[config.mk]
export PLATFORM = sky130hd
export DESIGN_NAME = czsa_div
export DESIGN_NICKNAME = d
export VERILOG_FILES = /design/src/rtl/czsa_pkg.sv /design/src/rtl/czsa_div.sv
export SDC_FILE = /design/constraint.sdc
export NUM_CORES = 2
export LEC_CHECK = 0
export ABC_AREA = 0
export BUFFER_PORTS_ARGS = -buffer_cell sky130_fd_sc_hd__buf_4
export CORE_ASPECT_RATIO = 0.6
export CORE_MARGIN = 2
export CORE_UTILIZATION = 45
export DETAILED_ROUTE_END_ITERATION = 10
export PLACE_DENSITY = 0.63
export SLEW_MARGIN = 10
export SYNTH_ARGS = -nofsm -noshare
export SYNTH_HDL_FRONTEND = slang
export SYNTH_SLANG_ARGS = --single-unit
[constraint.sdc]
create_clock -name clk_i -period 8.7 [get_ports clk_i]
set_input_delay 2.175 -clock clk_i [delete_from_list [all_inputs] [get_ports clk_i]]
set_output_delay 2.175 -clock clk_i [all_outputs]
set_load 0.005 [all_outputs]
[src/rtl/czsa_pkg.sv]
// shared types and constants of the crop-zoom source address generator
`timescale 1ns / 1ps
`default_nettype none
package czsa_pkg;

  localparam int unsigned MAX_DIM    = 4096;
  localparam int unsigned POS_W      = 17;
  localparam int unsigned ZOOM_W     = 19;
  localparam int unsigned DIM_W      = 13;
  localparam int unsigned COORD_W    = 12;
  localparam int unsigned INDEX_W    = 24;
  localparam int unsigned CROP_W     = 18;
  localparam int unsigned REM_W      = 19;
  localparam int unsigned DIV_STAGES = CROP_W;
  localparam int unsigned CFG_IDX_W  = 3;

  localparam logic [POS_W-1:0]  ONE_Q16  = POS_W'(65536);
  localparam logic [ZOOM_W-1:0] ZOOM_MIN = ZOOM_W'(32768);
  localparam logic [ZOOM_W-1:0] ZOOM_MAX = ZOOM_W'(262144);
  // 2^32 shifted down by the quotient width: partial remainder before the first bit
  localparam logic [REM_W-1:0]  DIV_SEED = REM_W'(64'h1_0000_0000 >> CROP_W);
  localparam logic [DIM_W-1:0]  DIM_MAX  = DIM_W'(MAX_DIM);

  typedef enum logic [CFG_IDX_W-1:0] {
    REG_PAN_X_START = 3'd0,
    REG_PAN_X_END   = 3'd1,
    REG_PAN_Y_START = 3'd2,
    REG_PAN_Y_END   = 3'd3,
    REG_ZOOM_BEGIN  = 3'd4,
    REG_ZOOM_FINISH = 3'd5,
    REG_FRAME_W     = 3'd6,
    REG_FRAME_H     = 3'd7
  } cfg_reg_e;

  typedef struct packed {
    logic [POS_W-1:0]   progress;
    logic [COORD_W-1:0] dest_col;
    logic [COORD_W-1:0] dest_row;
  } in_item_t;

  typedef struct packed {
    logic [COORD_W-1:0] src_col;
    logic [COORD_W-1:0] src_row;
    logic [INDEX_W-1:0] src_pixel_index;
  } result_t;

  // payload that rides alongside the crop divider
  typedef struct packed {
    logic [POS_W-1:0]   cx;
    logic [POS_W-1:0]   cy;
    logic [COORD_W-1:0] col;
    logic [COORD_W-1:0] row;
  } side_t;

endpackage
`default_nettype wire

[src/rtl/czsa_div.sv]
// pipelined restoring divider: crop = floor(2^32 / zoom), one quotient bit per stage
`timescale 1ns / 1ps
`default_nettype none
module czsa_div (
  input  logic                          clk_i,
  input  logic                          rst_ni,
  input  logic                          valid_i,
  input  logic [czsa_pkg::ZOOM_W-1:0]   zoom_i,
  input  czsa_pkg::side_t               side_i,
  output logic                          valid_o,
  output logic [czsa_pkg::CROP_W-1:0]   crop_o,
  output czsa_pkg::side_t               side_o
);
  import czsa_pkg::*;

  logic                valid_q [DIV_STAGES];
  logic [REM_W-1:0]    rem_q   [DIV_STAGES];
  logic [CROP_W-1:0]   quo_q   [DIV_STAGES];
  logic [ZOOM_W-1:0]   div_q   [DIV_STAGES];
  side_t               side_q  [DIV_STAGES];

  for (genvar k = 0; k < DIV_STAGES; k++) begin : g_stage
    logic              vin;
    logic [REM_W-1:0]  rem_in;
    logic [CROP_W-1:0] quo_in;
    logic [ZOOM_W-1:0] div_in;
    side_t             side_in;
    logic [REM_W:0]    trial;
    logic [REM_W:0]    diff;
    logic              take;

    if (k == 0) begin : g_first
      assign vin     = valid_i;
      assign rem_in  = DIV_SEED;
      assign quo_in  = '0;
      assign div_in  = zoom_i;
      assign side_in = side_i;
    end else begin : g_next
      assign vin     = valid_q[k-1];
      assign rem_in  = rem_q[k-1];
      assign quo_in  = quo_q[k-1];
      assign div_in  = div_q[k-1];
      assign side_in = side_q[k-1];
    end

    assign trial = {rem_in, 1'b0};
    assign diff  = trial - {1'b0, div_in};
    assign take  = (trial >= {1'b0, div_in});

    always_ff @(posedge clk_i or negedge rst_ni) begin
      if (!rst_ni) begin
        valid_q[k] <= 1'b0;
      end else begin
        valid_q[k] <= vin;
      end
    end

    always_ff @(posedge clk_i) begin
      rem_q[k]  <= take ? diff[REM_W-1:0] : trial[REM_W-1:0];
      quo_q[k]  <= {quo_in[CROP_W-2:0], take};
      div_q[k]  <= div_in;
      side_q[k] <= side_in;
    end
  end

  assign valid_o = valid_q[DIV_STAGES-1];
  assign crop_o  = quo_q[DIV_STAGES-1];
  assign side_o  = side_q[DIV_STAGES-1];

endmodule
`default_nettype wire

==> qor.yml <==
coreArea_sq_mm: 0.127
drive_gt1_frac: 0.122
grt_max_degree: 37
rsz0062_at_grt: "no"
min_period_over_period: 0.464
cts_resized: 0
cts.path.max_buffers: 3
status: "completed"
post_drt_wl_per_cell_microns: 14.4
required_ps: 9330
synth_flop_cell: "dfxtp_1"
crit_chain: "inv_1 -> fa_1 -> a211oi_1 -> nor2_1 -> o31a_1 -> a21oi_1 -> o21ai_0 -> a211oi_1 -> o31a_1 -> mux2_2"
worst_pin_slew_ps: 1090
synthArstFlopShare: 0.00958
ir_drop_uv: 232
hold_violations: 0
cts_buffers: 164
dp.final_hpwl_microns: 70700
io_pins: 157
syn_nets: 5239
die_area_sq_mm: 0.131
h-tree-depth: 4
synth_area_sq_mm: 0.0576
synth_cell_types: 88
ant_nets: 0
max_freq_mhz: 248
vias: 33400
finalClockSkew_ps: 49.7
final_cell_mix: "dfxtp_1 (1861), inv_1 (397), ha_1 (323)"
worst_slack_ps: 4670
insertion_delay_ps: 790
cts_tree: "built"
cpPeakStageDelay_ps: 880
crit_family: "compound AO/OA/AOI/OAI gates"
fin_nets: 5504
grt_pass1_wl_microns: 163000
cp-end-kind: "register"
routed_wl_microns: 99600
drc: 0
num_rows: 101
post_cts_buffers: 0
synth-edff-count: 0
die_h_microns: 281
syn_area_per_cell_sq_um: 12.0
ys_seq_area_frac: 0.654
viasPerCell: 4.83
finalSetupViolCount: 0
antenna_found_initial: 2
cts_root_buffer: "clkbuf_16"
drt-initial-drc-count: 2438
grtUsageTotal: 0.153
grt_pass1_vias: 31300
area_growth_syn_to_layout_pct: 15.5
finalMaxSlewViolations: 0
cp.arrival_ps: 4670
max_slew_margin: 0.257
ctsHoldBuffers: 0
p_per_area_mw_per_mm2: 385
critPathKind: "register to register"
yosys_warnings: 0
post-place-ws_ps: 4330
slowest_stage: "o31a_1"
firstDrtPassIters: 5
p_leak_nw: 29.6
grt_overflow: 0
startpoint_type: "register"
min_path_type: "register to register"
crit_fanout: 20
finalPower_w: 0.0257
final_common_cell: "dfxtp_1"
clkSlewWorstSetupHoldPaths_ps: 60
setup-tns-final_ps: 0
post-route-min-period_ps: 4030
cap_violations: 0
synth-seq-cells: 1879
cp_num_buf_inv: 1
syn_inst: 4820
gp_congestion: 0.892
io_buffer_count: 156
rrSetupSlack_ps: 4670
cts.sinks: 1879
start_util: 0.455
die_w_microns: 466
==> power by group <==
part	internal (W)	switching, W	total (W)
combinational	0.00343	0.00413	0.00756
clock	0.00435	0.00318	0.00754
sequential	0.0100	0.000552	0.0106
total	0.0178	0.00787	0.0257
==> cells in the mapped netlist, drive strengths merged (53+ instances only) <==
| library cell | n | area, sq um |
|---|---|---|
| ha | 323 | 4040 |
| inv | 398 | 1490 |
| a21o | 119 | 893 |
| nor3 | 53 | 270 |
| nand3 | 61 | 305 |
| xor2 | 93 | 815 |
| xnor2 | 138 | 1210 |
| nand2 | 216 | 811 |
| a21oi | 278 | 1410 |
| o21a | 58 | 435 |
| nor2 | 234 | 878 |
| dfxtp | 1861 | 37300 |
| mux2 | 167 | 1900 |
| o21ai | 219 | 1100 |
==> registers in the layout, indices dropped and copies added (netlist names) <==
register,count
div_q,323
g_stage.vin,17
quo_q,171
rem_q,323
side_q,1044
valid_o,1
==> stage by stage <==
| step | utilization | hold WS [ps] | cell area (sq um) | instances |
|---|---|---|---|---|
| floorplan | - | 310 | 57600 | 4820 |
| global placement | 0.479 | 310 | 60800 | 6617 |
| detailed placement | 0.479 | 312 | 60800 | 6617 |
| CTS | 0.525 | 298 | 66600 | 6912 |
| global route | 0.525 | 311 | 66600 | 6914 |
| finish | 0.525 | 304 | 66600 | 6915 |
==> cell families after synthesis <==
logic type               synth area share
AO/OA/AOI/OAI                       0.106
XOR/XNOR                           0.0351
flip-flops                          0.654
multiplexers                       0.0340
AND/OR/NAND/NOR                    0.0636
buffers and inverters              0.0313
adder cells (fa/ha/maj)            0.0757
==> area by class of cell <==
cell class,instances,area [sq um]
Inverter,398,1490
Clock buffer,232,4720
Multi-Input combinational cell,2471,18200
Tap cell,1699,2130
Timing Repair Buffer,171,1290
Clock inverter,63,1070
Sequential cell,1879,37700
Antenna cell,2,5.00
Fill cell,11000,60200
==> final timing paths <==
kind                                           start                        end  cells past startpoint
min in group asynchronous                     rst_ni  g_stage[17].vin$_DFF_PN0_                      1
worst max-delay path             div_q[9][0]$_DFF_P_       rem_q[10][8]$_DFF_P_                     10
worst max register to register   div_q[9][0]$_DFF_P_       rem_q[10][8]$_DFF_P_                     10
worst min-delay path            quo_q[15][2]$_DFF_P_       quo_q[16][3]$_DFF_P_                      0
worst min register to register  quo_q[15][2]$_DFF_P_       quo_q[16][3]$_DFF_P_                      0
max in group asynchronous                     rst_ni   g_stage[5].vin$_DFF_PN0_                      1
==> metal layers <==
layer,track usage,up-vias,part of all wire
li1,-,16900,-
met1,0.250,15500,0.56
met2,0.187,874,0.34
met3,0.0408,144,0.077
met4,0.0435,2,0.017
met5,0.00370,-,0.00063
Note: power is estimated with default switching activity, not from simulation.
